File: src/hw/rtl/ptu_pkg.sv
// Package: constants, types and tables of the packed text unpacker
package ptu_pkg;

    localparam int MAX_FIELD_BYTES = 255;
    localparam int BYTE_CNT_W      = $clog2(MAX_FIELD_BYTES + 1);
    localparam int CHAR_CNT_W      = 9;

    localparam logic [1:0] MODE_PASS = 2'd0;
    localparam logic [1:0] MODE_BCD  = 2'd1;
    localparam logic [1:0] MODE_SIX  = 2'd2;

    localparam logic [1:0] PHASE_ALIGNED = 2'd0;
    localparam logic [1:0] PHASE_ONE     = 2'd1;
    localparam logic [1:0] PHASE_TWO     = 2'd2;

    localparam logic       REG_MODE  = 1'b0;
    localparam logic       REG_LIMIT = 1'b1;

    localparam logic [7:0] SIX_BASE = 8'h20;

    // One decoded byte: one or two characters waiting for the output side
    typedef struct packed {
        logic [7:0] c0;
        logic [7:0] c1;
        logic       two;
        logic       se0;
        logic       se1;
    } job_t;

    function automatic logic [7:0] bcd_char(input logic [3:0] nib);
        logic [7:0] ch;
        case (nib)
            4'd10:   ch = 8'h20;
            4'd11:   ch = 8'h2d;
            4'd12:   ch = 8'h2e;
            4'd13:   ch = 8'h3a;
            4'd14:   ch = 8'h2c;
            4'd15:   ch = 8'h5f;
            default: ch = 8'h30 + {4'd0, nib};
        endcase
        return ch;
    endfunction

endpackage

File: src/hw/rtl/packed_text_unpacker_top.sv
// An accepted byte is written into the job queue, then loaded into the output register.
// The output register takes one character per cycle while it is not stalled, so one byte per
// cycle in pass-through and one-character six-bit phases; each pair goes out in character order.
// The two-entry job queue lets the front take bytes while the output is stalled.
// Reset (rst_n low, asynchronous): mode pass-through, limit 511, alignment and counts cleared.
module packed_text_unpacker_top (
    input  logic        clk,
    input  logic        rst_n,
    input  logic        psel,
    input  logic        penable,
    input  logic        pwrite,
    input  logic [2:0]  paddr,
    input  logic [31:0] pwdata,
    output logic [31:0] prdata,
    output logic        pready,
    input  logic        s_axis_tvalid,
    output logic        s_axis_tready,
    input  logic [7:0]  s_axis_tdata,   // [7:0] packed_byte
    input  logic        s_axis_tlast,
    output logic        m_axis_tvalid,
    input  logic        m_axis_tready,
    output logic [7:0]  m_axis_tdata,   // [7:0] out_char
    output logic        m_axis_tlast,
    output logic [0:0]  m_axis_tuser    // [0] run_end
);

    logic [1:0]    mode_reg,  mode_next;
    logic [8:0]    limit_reg, limit_next;
    logic          wr_en;
    logic          q_full;
    logic          push;
    logic          pop;
    logic          head_valid;
    ptu_pkg::job_t push_job;
    ptu_pkg::job_t head_job;

    assign pready = 1'b1;
    assign wr_en  = psel && penable && pwrite && pready;
    assign prdata = (paddr[2] == ptu_pkg::REG_LIMIT) ? {23'd0, limit_reg} : {30'd0, mode_reg};

    always_comb
    begin
        mode_next  = mode_reg;
        limit_next = limit_reg;
        if (wr_en)
        begin
            case (paddr[2])
                ptu_pkg::REG_MODE:  mode_next  = pwdata[1:0];
                ptu_pkg::REG_LIMIT: limit_next = pwdata[8:0];
                default:            mode_next  = mode_reg;
            endcase
        end
    end

    always_ff @(posedge clk or negedge rst_n)
    begin
        if (!rst_n)
        begin
            mode_reg  <= ptu_pkg::MODE_PASS;
            limit_reg <= 9'd511;
        end
        else
        begin
            mode_reg  <= mode_next;
            limit_reg <= limit_next;
        end
    end

    ptu_front u_front (
        .clk      (clk),
        .rst_n    (rst_n),
        .mode     (mode_reg),
        .limit    (limit_reg),
        .in_valid (s_axis_tvalid),
        .in_byte  (s_axis_tdata),
        .in_fin   (s_axis_tlast),
        .in_ready (s_axis_tready),
        .q_full   (q_full),
        .push     (push),
        .job      (push_job)
    );

    ptu_fifo u_fifo (
        .clk        (clk),
        .rst_n      (rst_n),
        .push       (push),
        .push_job   (push_job),
        .full       (q_full),
        .pop        (pop),
        .head_valid (head_valid),
        .head_job   (head_job)
    );

    ptu_back u_back (
        .clk        (clk),
        .rst_n      (rst_n),
        .head_valid (head_valid),
        .head_job   (head_job),
        .pop        (pop),
        .out_valid  (m_axis_tvalid),
        .out_ready  (m_axis_tready),
        .out_char   (m_axis_tdata),
        .run_end    (m_axis_tuser[0]),
        .string_end (m_axis_tlast)
    );

endmodule

File: src/hw/rtl/ptu_front.sv
// Front end: takes one packed byte, updates string state, builds a job
module ptu_front (
    input  logic                         clk,
    input  logic                         rst_n,
    input  logic [1:0]                   mode,
    input  logic [8:0]                   limit,
    input  logic                         in_valid,
    input  logic [7:0]                   in_byte,
    input  logic                         in_fin,
    output logic                         in_ready,
    input  logic                         q_full,
    output logic                         push,
    output ptu_pkg::job_t                job
);

    logic [1:0]                       phase_reg,   phase_next;
    logic [3:0]                       carry_reg,   carry_next;
    logic [ptu_pkg::CHAR_CNT_W-1:0]   emitted_reg, emitted_next;
    logic [ptu_pkg::BYTE_CNT_W-1:0]   seen_reg,    seen_next;

    logic                             accept;
    logic                             active;
    logic                             last;
    logic [ptu_pkg::BYTE_CNT_W:0]     seen_inc;
    logic [7:0]                       ch0;
    logic [7:0]                       ch1;
    logic [1:0]                       cnt;
    logic [8:0]                       cap;
    logic [5:0]                       code0;
    logic [5:0]                       code1;
    logic [1:0]                       six_phase;
    logic [3:0]                       six_carry;
    logic                             six_two;
    logic                             e0;
    logic                             e1;
    logic [ptu_pkg::CHAR_CNT_W-1:0]   ce1;
    logic [ptu_pkg::CHAR_CNT_W:0]     ce_p1;
    logic [ptu_pkg::CHAR_CNT_W:0]     ce1_p1;

    assign in_ready = !q_full;
    assign accept   = in_valid && !q_full;
    assign seen_inc = {1'b0, seen_reg} + 1'b1;
    assign active   = seen_reg < ptu_pkg::BYTE_CNT_W'(ptu_pkg::MAX_FIELD_BYTES);
    assign last     = in_fin
                   || (seen_inc >= (ptu_pkg::BYTE_CNT_W + 1)'(ptu_pkg::MAX_FIELD_BYTES));

    // six-bit unpack, LSB first
    always_comb
    begin
        code1 = in_byte[7:2];
        case (phase_reg)
            ptu_pkg::PHASE_ONE:
            begin
                code0     = {in_byte[3:0], carry_reg[1:0]};
                six_carry = in_byte[7:4];
                six_phase = ptu_pkg::PHASE_TWO;
                six_two   = 1'b0;
            end
            ptu_pkg::PHASE_TWO:
            begin
                code0     = {in_byte[1:0], carry_reg};
                six_carry = 4'd0;
                six_phase = ptu_pkg::PHASE_ALIGNED;
                six_two   = 1'b1;
            end
            default:
            begin
                code0     = in_byte[5:0];
                six_carry = {2'b00, in_byte[7:6]};
                six_phase = ptu_pkg::PHASE_ONE;
                six_two   = 1'b0;
            end
        endcase
    end

    always_comb
    begin
        case (mode)
            ptu_pkg::MODE_PASS:
            begin
                ch0 = in_byte;
                ch1 = in_byte;
                cnt = 2'd1;
                cap = (limit != 9'd0) ? limit - 9'd1 : 9'd0;
            end
            ptu_pkg::MODE_BCD:
            begin
                ch0 = ptu_pkg::bcd_char(in_byte[3:0]);
                ch1 = ptu_pkg::bcd_char(in_byte[7:4]);
                cnt = 2'd2;
                cap = limit;
            end
            ptu_pkg::MODE_SIX:
            begin
                ch0 = {2'b00, code0} + ptu_pkg::SIX_BASE;
                ch1 = {2'b00, code1} + ptu_pkg::SIX_BASE;
                cnt = six_two ? 2'd2 : 2'd1;
                cap = limit;
            end
            default:
            begin
                ch0 = in_byte;
                ch1 = in_byte;
                cnt = 2'd0;
                cap = 9'd0;
            end
        endcase
    end

    assign e0     = (cnt != 2'd0) && (emitted_reg < cap);
    assign ce1    = emitted_reg + {{(ptu_pkg::CHAR_CNT_W-1){1'b0}}, e0};
    assign e1     = (cnt == 2'd2) && (ce1 < cap);
    assign ce_p1  = {1'b0, emitted_reg} + 1'b1;
    assign ce1_p1 = {1'b0, ce1} + 1'b1;

    always_comb
    begin
        job.c0  = ch0;
        job.c1  = ch1;
        job.two = e1;
        job.se0 = (ce_p1 == {1'b0, cap}) || (last && (cnt == 2'd1));
        job.se1 = (ce1_p1 == {1'b0, cap}) || last;
    end

    assign push = accept && active && e0;

    always_comb
    begin
        phase_next   = phase_reg;
        carry_next   = carry_reg;
        emitted_next = emitted_reg;
        seen_next    = seen_reg;
        if (accept)
        begin
            if (active)
            begin
                seen_next    = seen_inc[ptu_pkg::BYTE_CNT_W-1:0];
                emitted_next = ce1 + {{(ptu_pkg::CHAR_CNT_W-1){1'b0}}, e1};
                if (mode == ptu_pkg::MODE_SIX)
                begin
                    phase_next = six_phase;
                    carry_next = six_carry;
                end
            end
            if (in_fin)
            begin
                phase_next   = ptu_pkg::PHASE_ALIGNED;
                carry_next   = 4'd0;
                emitted_next = '0;
                seen_next    = '0;
            end
        end
    end

    always_ff @(posedge clk or negedge rst_n)
    begin
        if (!rst_n)
        begin
            phase_reg   <= ptu_pkg::PHASE_ALIGNED;
            carry_reg   <= 4'd0;
            emitted_reg <= '0;
            seen_reg    <= '0;
        end
        else
        begin
            phase_reg   <= phase_next;
            carry_reg   <= carry_next;
            emitted_reg <= emitted_next;
            seen_reg    <= seen_next;
        end
    end

endmodule

File: src/hw/rtl/ptu_fifo.sv
// Two-entry job queue between the front end and the output side
module ptu_fifo (
    input  logic          clk,
    input  logic          rst_n,
    input  logic          push,
    input  ptu_pkg::job_t push_job,
    output logic          full,
    input  logic          pop,
    output logic          head_valid,
    output ptu_pkg::job_t head_job
);

    ptu_pkg::job_t mem_reg [2];
    logic          wptr_reg, wptr_next;
    logic          rptr_reg, rptr_next;
    logic [1:0]    count_reg, count_next;

    assign full       = count_reg == 2'd2;
    assign head_valid = count_reg != 2'd0;
    assign head_job   = mem_reg[rptr_reg];

    always_comb
    begin
        wptr_next  = wptr_reg ^ push;
        rptr_next  = rptr_reg ^ pop;
        count_next = count_reg + {1'b0, push} - {1'b0, pop};
    end

    always_ff @(posedge clk)
    begin
        if (push)
        begin
            mem_reg[wptr_reg] <= push_job;
        end
    end

    always_ff @(posedge clk or negedge rst_n)
    begin
        if (!rst_n)
        begin
            wptr_reg  <= 1'b0;
            rptr_reg  <= 1'b0;
            count_reg <= 2'd0;
        end
        else
        begin
            wptr_reg  <= wptr_next;
            rptr_reg  <= rptr_next;
            count_reg <= count_next;
        end
    end

endmodule

File: src/hw/rtl/ptu_back.sv
// Back end: walks each job one character at a time into the output register
module ptu_back (
    input  logic          clk,
    input  logic          rst_n,
    input  logic          head_valid,
    input  ptu_pkg::job_t head_job,
    output logic          pop,
    output logic          out_valid,
    input  logic          out_ready,
    output logic [7:0]    out_char,
    output logic          run_end,
    output logic          string_end
);

    logic       valid_reg, valid_next;
    logic       sel_reg,   sel_next;
    logic [7:0] char_reg;
    logic       run_reg;
    logic       str_reg;
    logic       load;
    logic       tail;

    assign load = head_valid && (!valid_reg || out_ready);
    assign tail = sel_reg || !head_job.two;
    assign pop  = load && tail;

    always_comb
    begin
        valid_next = valid_reg;
        sel_next   = sel_reg;
        if (load)
        begin
            valid_next = 1'b1;
            sel_next   = !tail;
        end
        else if (out_ready)
        begin
            valid_next = 1'b0;
        end
    end

    always_ff @(posedge clk)
    begin
        if (load)
        begin
            char_reg <= sel_reg ? head_job.c1 : head_job.c0;
            run_reg  <= tail;
            str_reg  <= sel_reg ? head_job.se1 : head_job.se0;
        end
    end

    always_ff @(posedge clk or negedge rst_n)
    begin
        if (!rst_n)
        begin
            valid_reg <= 1'b0;
            sel_reg   <= 1'b0;
        end
        else
        begin
            valid_reg <= valid_next;
            sel_reg   <= sel_next;
        end
    end

    assign out_valid  = valid_reg;
    assign out_char   = char_reg;
    assign run_end    = run_reg;
    assign string_end = str_reg;

endmodule

File: config.mk
export PLATFORM = sky130hd
export DESIGN_NAME = packed_text_unpacker_top
export DESIGN_NICKNAME = d
export VERILOG_FILES = /design/src/hw/rtl/ptu_pkg.sv /design/src/hw/rtl/packed_text_unpacker_top.sv /design/src/hw/rtl/ptu_front.sv /design/src/hw/rtl/ptu_fifo.sv /design/src/hw/rtl/ptu_back.sv
export SDC_FILE = /design/constraint.sdc
export NUM_CORES = 1
export LEC_CHECK = 0
export ABC_AREA = 1
export BUFFER_PORTS_ARGS = -buffer_cell sky130_fd_sc_hd__buf_2
export CAP_MARGIN = 40
export CORE_MARGIN = 10
export CORE_UTILIZATION = 35
export DETAILED_ROUTE_END_ITERATION = 10
export PLACE_DENSITY = 0.61
export REMOVE_ABC_BUFFERS = 1
export SLEW_MARGIN = 40
export SYNTH_ARGS = -nofsm -noshare
export SYNTH_HDL_FRONTEND = slang
export SYNTH_SLANG_ARGS = --single-unit
File: constraint.sdc
create_clock -name clk -period 6.33 [get_ports clk]
set_input_delay 1.266 -clock clk [delete_from_list [all_inputs] [get_ports clk]]
set_output_delay 1.266 -clock clk [all_outputs]
set_load 0.03 [all_outputs]
==> After elaboration in Yosys (flattened, before gate mapping) <==
Memory sizes are Yosys's and may differ from the RTL's.
Index checks and enable logic that the tools add are counted.
{ "word_totals": {"ram_bits": 38, "regBits": 50, "n_memories": 1, "elab_cells": 115, "in_bits": 51} }
{ "memory_table": {"columns": ["memory", "depth", "width", "rd", "rd_clocked_by_memory_dff", "wr", "line", "text"], "rows": [
  ["u_fifo.mem_reg", 2, 19, 1, 0, 1, "ptu_fifo.sv:13", "ptu_pkg::job_t mem_reg [2];"]
]} }
{ "classes": {"n_eq_ne": 21, "mux": 29, "order_cmp": 4, "reduce_logical": 31, "n_bitwise": 3, "addsub": 12} }
{ "ops": {"columns": ["operator", "count"], "rows": [
  ["$pmux 8 s6", 2],
  ["$eq 4x4->1 const B", 12],
  ["$mux 9", 4],
  ["$pmux 8 s2", 2],
  ["$mux 8", 3],
  ["$add 9x1->10 const B", 2],
  ["$eq 10x9->1", 2],
  ["$add 9x1->9", 2],
  ["$lt 9x9->1", 2],
  ["$pmux 9 s2", 1],
  ["$add 6x4->7 const A", 2],
  ["$add 6x6->7 const B", 2],
  ["$mux 4", 3],
  ["$pmux 6 s2", 1],
  ["$logic_and 1x1->1", 10],
  ["$reduce_bool 2->1", 5],
  ["$add 8x1->9 const B", 1],
  ["$ge 9x8->1 const B", 1],
  ["$reduce_bool 9->1", 1],
  ["$sub 9x1->9 const B", 1],
  ["$eq 2x2->1 const B", 4],
  ["$lt 8x8->1 const B", 1],
  ["$mux 2", 4],
  ["$pmux 4 s2", 1],
  ["14 further kinds", 31]
]} }

==> Depth between registers and ports, before layout <==
Gate-level depths: netlist of run 1.
{ "logic_depth": {"ltp_word": 12, "mapped_depth": 41, "mapped_depth_nobuf": 41} }

==> Cells and area by module <==
A second synthesis of run 1 with hierarchy kept.
{ "hier_totals": {"cells_unflattened": 852, "hier_area_um2": 6426.2} }
{ "by_module_without_submodules": {"columns": ["mod", "seq_area_each_um2", "area_per_inst_um2", "cells_each", "n_inst"], "rows": [
  ["ptu_front", 575.6, 3465.8, 577, 1],
  ["ptu_fifo", 1241.2, 1696.6, 123, 1],
  ["packed_text_unpacker_top", 286.5, 754.5, 99, 1],
  ["ptu_back", 350.3, 509.2, 53, 1]
]} }

==> Worst setup path after synthesis of run 1 <==
No wires, ideal clock.
{ "synth_timing": {"path_kind": "register -> register", "startpoint": "reg mode_reg[0]", "endpoint": "reg u_front.emitted_reg[8] (netlist bit)", "path_stages_with_launch": 38, "setup_ns": 0.131, "period_less_slack_ns": 4.943, "required_ns": 6.199, "setup_slack_ns": 1.387, "arrival_ns": 4.812, "path_buffers": 1, "cell_sequence": "dfrtp_1 inv_1 ha_1 clkbuf_1 nand2_1 nand2_1 nand2_1 ha_1 a21o_1 a21oi_1 o21ai_0 nand3_1 nand2_1 nand2_1 nand3_1 inv_1 ha_1 ha_1 [2 not listed] nand2_1 nand2_1 nand2_1 ha_1 nand2_1 nor2_1 nand3b_1 o2111ai_1 nor3_1 ha_1 ha_1 inv_1 nor2_1 nand2_1 nor2_1 inv_1 nor3_1 o22ai_1"} }
{ "synth_lines": {"columns": ["item", "line", "text"], "rows": [
  ["start, declared", "packed_text_unpacker_top.sv:27", "logic [1:0] mode_reg, mode_next;"],
  ["start signal, assigned", "packed_text_unpacker_top.sv:59", "mode_reg <= ptu_pkg::MODE_PASS;"],
  ["start signal, assigned", "packed_text_unpacker_top.sv:64", "mode_reg <= mode_next;"],
  ["end signal, assigned", "ptu_front.sv:168", "emitted_reg <= emitted_next;"],
  ["end, declared", "ptu_front.sv:18", "logic [ptu_pkg::CHAR_CNT_W-1:0] emitted_reg, emitted_next;"]
]} }

==> results.ini, run 1 <==
[outcome]
status=finished clean

[detailed_routing]
vias=5179
wl_met1_mm=6.69
vias_per_cell=4.88
finalWirelength_mm=14.6
drt_iter0_markers=308
wl_per_cell_um=13.8
drtAntennaViolNets=0
wl_met3_um=684
routed.top_layer=met4
drcViolationCount=0
wl_met2_mm=7.17
drt_first_pass_iters=5

[sta]
setup_viol=0
drv_slew=0
grt_setup_unrepaired=false
timing.final.crit_period_ns=5.85
skew_ns=0.00737
final_hold_viol_count=0
tightest_slew_ns=0.664
setup-tns-final_ns=0
maxSlewHeadroom_pct=55.8
fmax_ghz=0.171
period_share_pct=92.5

[final_layout]
layout-drive-gt1-share_pct=12.5
largest_reg_flops=36
fin_util_pct=40.1
finalInstanceArea_sq_um=6680
fin_nets=925
final_cells=1062
fillCellCount=1766
diodes=0
area_growth_pct=12.0

[job]
cap_violations=0

[grt]
grt_pass1_wl_mm=24.4
grt.overflow.total=0
grt_max_degree=41
antenna_found_initial=0
grt_pass1_vias=4992
grt_use_total_pct=13.2

[worst_setup_path]
cp-end-kind=flop
cp_data_required_time_ns=6.56
worst_setup_path_start_kind=flop
rr_startpoint=limit_reg[0]
arrival_ns=6.08
cpMostUsedCell=nand2_1
cp_slowest_cell=dfstp_2
crit_fanout=5
r2r_slack_ns=0.48
timing.rr.end=u_front.emitted_reg[8]
reg2reg_depth=39
worstSetupPathType=reg -> reg
cp_slowest_stage_delay_ns=0.54

[cts]
clock_latency_ns=0.35
clockRootBuffer=clkbuf_16
cts_tree=built
clockBufferDepth=2
h-tree-depth=3
cts.sinks=86
path_clk_slew_ns=0.06
numCtsBuffers=9

[worst_hold_path]
min_to=u_fifo.count_reg[0]
worstHoldPathCells=1
min_from=u_fifo.count_reg[0]
hold_path_class=reg -> reg

[place]
place.gp.congestion=0.882
numPlacedInstances=1045
placed_area_sq_um=6340
io_buffers=46
hpwlAfterDp_mm=11.3

[logic_synthesis]
synth-edff-count=46
yosysUniqueCellTypes=41
synth-seq-area-share_pct=40.1
synthAdderAreaFrac_pct=7.76
synth_compound_area_share_pct=12.7
syn_area_per_cell_sq_um=7.53
synth-async-reset-ratio_pct=46.5
syn_inst=792
synthXorXnorAreaFrac_pct=2.35
synthSimpleGateAreaFrac_pct=25.9
synth_ff_type=edfxtp_1
synth_top_family_by_area=simple AND/OR/NAND/NOR gates
ys_seq_elements=86
yosys_warnings=0
synthMuxAreaShare_pct=0
syn_area_sq_um=5960

[die]
io_pins=96
die_h_um=151
num_rows=47
core_area_sq_um=16600
dieArea_sq_um=22700
die_x_um=151
start_util_pct=35.8

[power]
ir_worst_vdd_mv=0.195
leakagePower_nw=3.16
total_power_w=0.00254
p_per_area_nw_per_um2=381

## worst max path at each step
| stage | depth (start not counted) | endpoint | from | slack, ns |
|---|---|---|---|---|
| 2_1_floorplan | 39 | u_front.emitted_reg[8] | limit_reg[0] | 1.39 |
| 4_1_cts | 39 | u_front.emitted_reg[8] | limit_reg[0] | 0.33 |
| 5_1_grt | 40 | u_front.emitted_reg[8] | limit_reg[0] | 0.0002 |
| 6_report | 39 | u_front.emitted_reg[8] | limit_reg[0] | 0.48 |
| 3_3_place_gp | 39 | u_front.emitted_reg[8] | limit_reg[0] | 0.42 |
| 3_5_place_dp | 39 | u_front.emitted_reg[8] | limit_reg[0] | 0.38 |
## worst max-delay path, delay by kind of cell, from the launching register on
| family | cells | cell delay, ns |
|---|---|---|
| adder cells (fa/ha/maj) | 7 | 1.55 |
| buffers and inverters | 4 | 0.37 |
| AND/OR/NAND/NOR | 23 | 2.52 |
| AO/OA/AOI/OAI | 5 | 0.69 |
| flip-flops | 1 | 0.54 |
## synthesized netlist by cell type (3+ instances only)
| library cell | count | area share, % |
|---|---|---|
| inv_1 | 106 | 6.7 |
| clkinv_1 | 3 | 0.19 |
| o22ai_1 | 15 | 1.6 |
| o221ai_1 | 3 | 0.44 |
| buf_4 | 25 | 3.1 |
| nor2_2 | 6 | 0.63 |
| o211ai_1 | 14 | 1.8 |
| dfstp_2 | 9 | 4.0 |
| nand4_1 | 3 | 0.31 |
| nor2_1 | 81 | 5.1 |
| nand2_2 | 6 | 0.63 |
| nand3_1 | 46 | 3.9 |
| inv_2 | 4 | 0.25 |
| clkbuf_1 | 13 | 0.82 |
| nor2_4 | 3 | 0.57 |
| ha_1 | 37 | 7.8 |
| dfrtp_1 | 31 | 13 |
| o21ai_0 | 57 | 4.8 |
| nor3_1 | 9 | 0.76 |
| nand3b_1 | 3 | 0.38 |
| nand2_1 | 209 | 13 |
| edfxtp_1 | 46 | 23 |
| xor2_1 | 14 | 2.1 |
| a21oi_1 | 26 | 2.2 |
## through the flow
| stage | hold WS (ns) | setup slack, ns |
|---|---|---|
| after global placement | 0.489 | 0.422 |
| after detailed placement | 0.489 | 0.376 |
| after CTS | 0.503 | 0.325 |
| after global routing | 0.522 | 0.000180 |
| after floorplan | 0.452 | 1.39 |
| final | 0.503 | 0.476 |
## report_power, final
group          switching [W]  internal (W)  leakage [nW]
logic               0.000756      0.000372          2.09
clock network       0.000230      0.000269         0.135
registers           0.000104      0.000810         0.939
total                0.00109       0.00145          3.16
## cell type report
type | count | area (sq um) | area share [%]
Inverter | 113 | 424 | 6.35
Tap cell | 220 | 275 | 4.12
Timing Repair Buffer | 50 | 263 | 3.93
Clock inverter | 6 | 46.3 | 0.693
Sequential cell | 86 | 2390 | 35.8
Multi-Input combinational cell | 577 | 3050 | 45.6
Clock buffer | 10 | 229 | 3.43
## cell usage in the layout (no fill, tap or decap), types with 4 or more instances in the layout
master / instances
xor2_1: 14
nor2_4: 4
o22ai_1: 15
buf_2: 45
conb_1: 24
nor3_1: 7
nand2_1: 208
buf_4: 5
clkbuf_16: 9
nor2_1: 80
o21ai_0: 56
ha_1: 32
nand2_2: 7
nor2_2: 6
nand3_1: 46
inv_2: 5
o211ai_1: 14
edfxtp_1: 46
dfrtp_1: 31
dfstp_2: 9
inv_1: 105
a21oi_1: 25
## logic make-up (layout without fill, tap and decap cells)
logic type / count (synthesis) / in the layout
AOI/OAI and AO/OA: 130 / 130
buffers and inverters: 151 / 179
xor gates and xnor gates: 16 / 16
DFF: 86 / 86
and+or+nand+nor: 370 / 370
adders and majority gates: 37 / 37
other: 2 / 24
## per-layer routing
layer | up-vias | GRT usage (%)
met5 | - | 0
met4 | 0 | 3.01
met3 | 4 | 3.15
met2 | 101 | 22.9
met1 | 2441 | 16.2
li1 | 2633 | -
## repair_timing
action,CTS,global route
setup endpoints to repair,0,5
hold buffers,0,0
resized for setup,0,12
setup buffers,0,1
(Power assumes the default switching activity.)
==> run 2: changes to the inputs <==
--- a/config.mk
+++ b/config.mk
@@ -7,7 +7,7 @@
 export LEC_CHECK = 0
 export ABC_AREA = 1
 export BUFFER_PORTS_ARGS = -buffer_cell sky130_fd_sc_hd__buf_2
-export CAP_MARGIN = 40
+export CAP_MARGIN = 20
 export CORE_MARGIN = 10
 export CORE_UTILIZATION = 35
 export DETAILED_ROUTE_END_ITERATION = 10
==> constraint.sdc (replaced) <==
create_clock -name clk -period 6 [get_ports clk]
set_input_delay 1.2 -clock clk [delete_from_list [all_inputs] [get_ports clk]]
set_output_delay 1.2 -clock clk [all_outputs]
set_load 0.03 [all_outputs]
==> results.ini, run 2 (synthesized netlist as in run 1, its figures left out) <==
[grt]
grt_max_degree=41
antenna_found_initial=0
grt_use_total_pct=13.3
grt_pass1_vias=4926
grt_pass1_wl_mm=24.4
grt.overflow.total=0

[worst_setup_path]
cpMostUsedCell=nand2_1
worstSetupPathType=reg -> reg
rr_startpoint=mode_reg[0]
cp_slowest_cell=ha_2
arrival_ns=5.71
timing.critical_path.buf_inv=4
cp_top_family=simple AND/OR/NAND/NOR gates
cp_slowest_stage_delay_ns=0.44
cp_data_required_time_ns=6.27
worstSetupEndpoint=u_front.emitted_reg[8]
cp-end-kind=flop
timing.critical_path.depth=36
reg2reg_depth=36
r2r_slack_ns=0.56
cp-startpoint=mode_reg[0]
crit_fanout=8
timing.rr.end=u_front.emitted_reg[8]
worst_setup_path_start_kind=flop

[cts]
cts_tree=built
numCtsBuffers=9
h-tree-depth=3
path_clk_slew_ns=0.07
clockBufferDepth=2
clockRootBuffer=clkbuf_16
cts_hold_buf=0
clock_latency_ns=0.35
cts.sinks=86

[die]
io_pins=96
core_area_sq_um=16600
die_x_um=151
dieArea_sq_um=22700
start_util_pct=35.8
num_rows=47
die_h_um=151

[outcome]
status=finished clean

[detailed_routing]
wl_per_cell_um=13.6
vias_per_cell=4.76
finalWirelength_mm=14.7
drt_iter0_markers=331
drt_first_pass_iters=5
vias=5131
drtAntennaViolNets=0
drcViolationCount=0

[worst_hold_path]
hold_path_class=reg -> reg

[power]
ir_worst_vdd_mv=0.213
leakagePower_nw=3.27
p_per_area_nw_per_um2=404

[place]
io_buffers=46
pre_cts_ws_ns=0.159
place.gp.congestion=0.911
numPlacedInstances=1058
hpwlAfterDp_mm=11.4

[sta]
maxSlewHeadroom_pct=57.2
drv_slew=0
tightest_slew_ns=0.641
setup_viol=0
setup-tns-final_ns=0
fin_ws_ns=0.563
period_share_pct=90.6
fmax_ghz=0.184
final_hold_viol_count=0
timing.final.crit_period_ns=5.44
skew_ns=0.00870

[final_layout]
seqCellArea_sq_um=2390
mostFrequentLayoutCell=nand2_1
multi_input_area_sq_um=3070
diodes=0
final_cell_mix=nand2_1 (205), inv_1 (104), nor2_1 (78), o21ai_0 (56), edfxtp_1 (46)
layout-drive-gt1-share_pct=15.4
fin_nets=941
final_cells=1078
largest_reg_flops=36
fillCellCount=1738
area_growth_pct=14.9

[job]
cap_violations=0

==> run 2: cell count changes in the layout (fill, tap and decap cells not counted), sizes merged <==
cell    before  now
buf         50   66
clkbuf      10    9
bufinv       0    1
==> run 2: area by class of cell <==
| type | instances | area share [%] |
|---|---|---|
| clock buffer | 9 | 3.29 |
| inverter | 113 | 6.19 |
| tap | 220 | 4.02 |
| multi-input combinational | 577 | 44.8 |
| timing repair buffer | 66 | 5.59 |
| clock inverter | 7 | 1.17 |
| sequential | 86 | 34.9 |
==> run 2: per-stage QoR <==
stage          utilization, %  total power (W)  area (sq um)  hold WS [ns]
6_report                 41.2          0.00277          6850         0.498
3_3_place_gp             38.7          0.00215          6430         0.486
3_5_place_dp             38.7          0.00217          6440         0.487
5_1_grt                  41.2          0.00301          6850         0.527
4_1_cts                  40.5          0.00275          6750         0.503
2_1_floorplan               -          0.00180          5810         0.452
==> run 2: worst min-delay path by stage <==
stage / startpoint / end / slack [ns] / cells past startpoint
3_5_place_dp: u_front.carry_reg[3] / u_front.carry_reg[3] / 0.49 / 2
2_1_floorplan: u_front.carry_reg[3] / u_front.carry_reg[3] / 0.45 / 2
6_report: u_fifo.count_reg[0] / u_fifo.count_reg[0] / 0.50 / 1
3_3_place_gp: u_fifo.count_reg[0] / u_fifo.count_reg[0] / 0.49 / 1
5_1_grt: u_fifo.count_reg[0] / u_fifo.count_reg[0] / 0.53 / 1
4_1_cts: u_front.carry_reg[3] / u_front.carry_reg[3] / 0.50 / 2
==> run 2: per-layer routing <==
| layer | up-vias | global-route usage [%] | routed length, um |
|---|---|---|---|
| li1 | 2678 | - | - |
| met1 | 2315 | 16.9 | 6870 |
| met3 | 15 | 3.03 | 734 |
| met5 | - | 0 | 0 |
| met4 | 0 | 3.94 | 189 |
| met2 | 123 | 22.0 | 6910 |
==> run 2: where the power goes <==
group,switching (W),total (W),leakage (nW),internal (W)
combinational,0.000809,0.00124,2.18,0.000428
clock,0.000244,0.000571,0.148,0.000327
sequential,0.000106,0.000960,0.939,0.000854
total,0.00116,0.00277,3.27,0.00161
==> run 2: what timing repair did <==
action	CTS	global route
endpoints found under the setup margin	0	7
resized for setup	0	21
setup buffers	0	4
==> run 3: changes to the inputs <==
--- a/config.mk
+++ b/config.mk
@@ -9,9 +9,9 @@
 export BUFFER_PORTS_ARGS = -buffer_cell sky130_fd_sc_hd__buf_2
 export CAP_MARGIN = 20
 export CORE_MARGIN = 10
-export CORE_UTILIZATION = 35
+export CORE_UTILIZATION = 56
 export DETAILED_ROUTE_END_ITERATION = 10
-export PLACE_DENSITY = 0.61
+export PLACE_DENSITY = 0.86
 export REMOVE_ABC_BUFFERS = 1
 export SLEW_MARGIN = 40
 export SYNTH_ARGS = -nofsm -noshare
==> results.ini, run 3 (synthesized netlist as in run 1, its figures left out) <==
[place]
io_buffers=46
pre_cts_ws_ns=0.188
hpwlAfterDp_mm=10.7
place.gp.congestion=0.936

[sta]
skew_ns=0.0137
fmax_ghz=0.175
final_hold_viol_count=0
period_share_pct=95.5
setup-tns-final_ns=0
tightest_slew_ns=0.652
timing.final.crit_period_ns=5.73
setup_viol=0
maxSlewHeadroom_pct=56.5
drv_slew=0
fin_ws_ns=0.273

[grt]
grt_pass1_wl_mm=22.9
grt_max_degree=41
antenna_found_initial=0
grt_pass1_vias=4906
grt_use_total_pct=18.4
grt.overflow.total=0

[cts]
path_clk_slew_ns=0.09
h-tree-depth=3
clock_latency_ns=0.36
clockRootBuffer=clkbuf_8
cts_hold_buf=0
cts_tree=built
clockBufferDepth=2
numCtsBuffers=9
cts.sinks=86

[die]
start_util_pct=57.5
io_pins=96
num_rows=37
die_x_um=123
dieArea_sq_um=15200
core_area_sq_um=10400
die_h_um=123

[detailed_routing]
vias_per_cell=5.40
drtAntennaViolNets=0
drt_iter0_markers=494
vias=5306
wl_per_cell_um=14.5
drcViolationCount=0
drt_first_pass_iters=6
finalWirelength_mm=14.2

[final_layout]
final_cell_mix=nand2_1 (205), inv_1 (104), nor2_1 (79), o21ai_0 (56)
area_growth_pct=10.2
fillCellCount=916
multi_input_area_sq_um=3070
layout-drive-gt1-share_pct=13.8
largest_reg_flops=36
seqCellArea_sq_um=2390
fin_nets=929
mostFrequentLayoutCell=nand2_1
diodes=0

[worst_setup_path]
cp_slowest_stage_delay_ns=0.55
crit_fanout=5
cp_slowest_cell=dfstp_2
cpMostUsedCell=nand2_1
cp_data_required_time_ns=6.28
arrival_ns=6.00
worst_setup_path_start_kind=flop
cp-end-kind=flop
worstSetupPathType=reg -> reg

[worst_hold_path]
hold_path_class=reg -> reg

[power]
ir_worst_vdd_mv=0.250
leakagePower_nw=3.16
p_per_area_nw_per_um2=402

[outcome]
status=finished clean

[job]
cap_violations=0

==> run 3: cell types whose count changed in the layout (fill, tap and decap cells not counted), moves of 2 or more <==
cell	change
clkinv_4	-2
clkbuf_8	+9
clkbuf_16	-8
buf_4	-12
nand3_1	+2
nand3_2	-2
==> run 3: final timing paths <==
check                              from                     end  slack, ns  cells after the start
setup / recovery           limit_reg[0]  u_front.emitted_reg[6]       0.27                     38
hold / removal             limit_reg[0]            limit_reg[0]       0.51                      2
setup reg to reg           limit_reg[0]  u_front.emitted_reg[6]       0.27                     38
hold reg to reg            limit_reg[0]            limit_reg[0]       0.51                      2
max in group asynchronous         rst_n            limit_reg[3]       4.80                      1
min in group asynchronous         rst_n        u_back.out_valid       0.82                      1
==> run 3: routing by layer <==
metal	global-route usage, %	up-vias	part of all wire, %
met4	5.09	0	1.7
met3	2.92	24	6.2
met1	22.9	2457	43
met2	32.4	176	49
li1	-	2649	-
met5	0	-	0
==> run 3: per-stage QoR <==
| stage | hold WS (ns) | cell area (sq um) | std cells | util (%) | power [W] |
|---|---|---|---|---|---|
| 3_5_place_dp | 0.489 | 6250 | 963 | 60.3 | 0.00214 |
| 6_report | 0.512 | 6570 | 982 | 63.3 | 0.00264 |
| 2_1_floorplan | 0.452 | 5810 | 776 | - | 0.00180 |
| 4_1_cts | 0.511 | 6470 | 979 | 62.4 | 0.00259 |
| 3_3_place_gp | 0.478 | 6250 | 963 | 60.2 | 0.00209 |
| 5_1_grt | 0.531 | 6570 | 982 | 63.3 | 0.00284 |
==> run 3: report_power, final <==
group          total (W)  switching [W]  internal [W]
Clock           0.000450       0.000227      0.000223
Combinational    0.00123       0.000818      0.000408
Sequential      0.000964       0.000111      0.000853
==> run 3: what timing repair did <==
action | in CTS | in global routing
endpoints found under the setup margin | 0 | 6
setup buffers | 0 | 3
resized for setup | 0 | 19
==> run 3: final cells by class <==
cell class	instances	area share [%]
Clock buffer	11	2.32
Clock inverter	5	0.971
Inverter	113	6.46
Multi-Input combinational cell	577	46.8
Sequential cell	86	36.4
Tap cell	136	2.59
Timing Repair Buffer	54	4.46
==> run 3: critical path, delay by kind of cell, from the launching register on <==
kind                     cells  cell delay [ns]
AND/OR/NAND/NOR             20             2.20
adder cells (fa/ha/maj)      7             1.50
AO/OA/AOI/OAI                7             1.07
flip-flops                   1             0.55
buffers and inverters        4             0.33
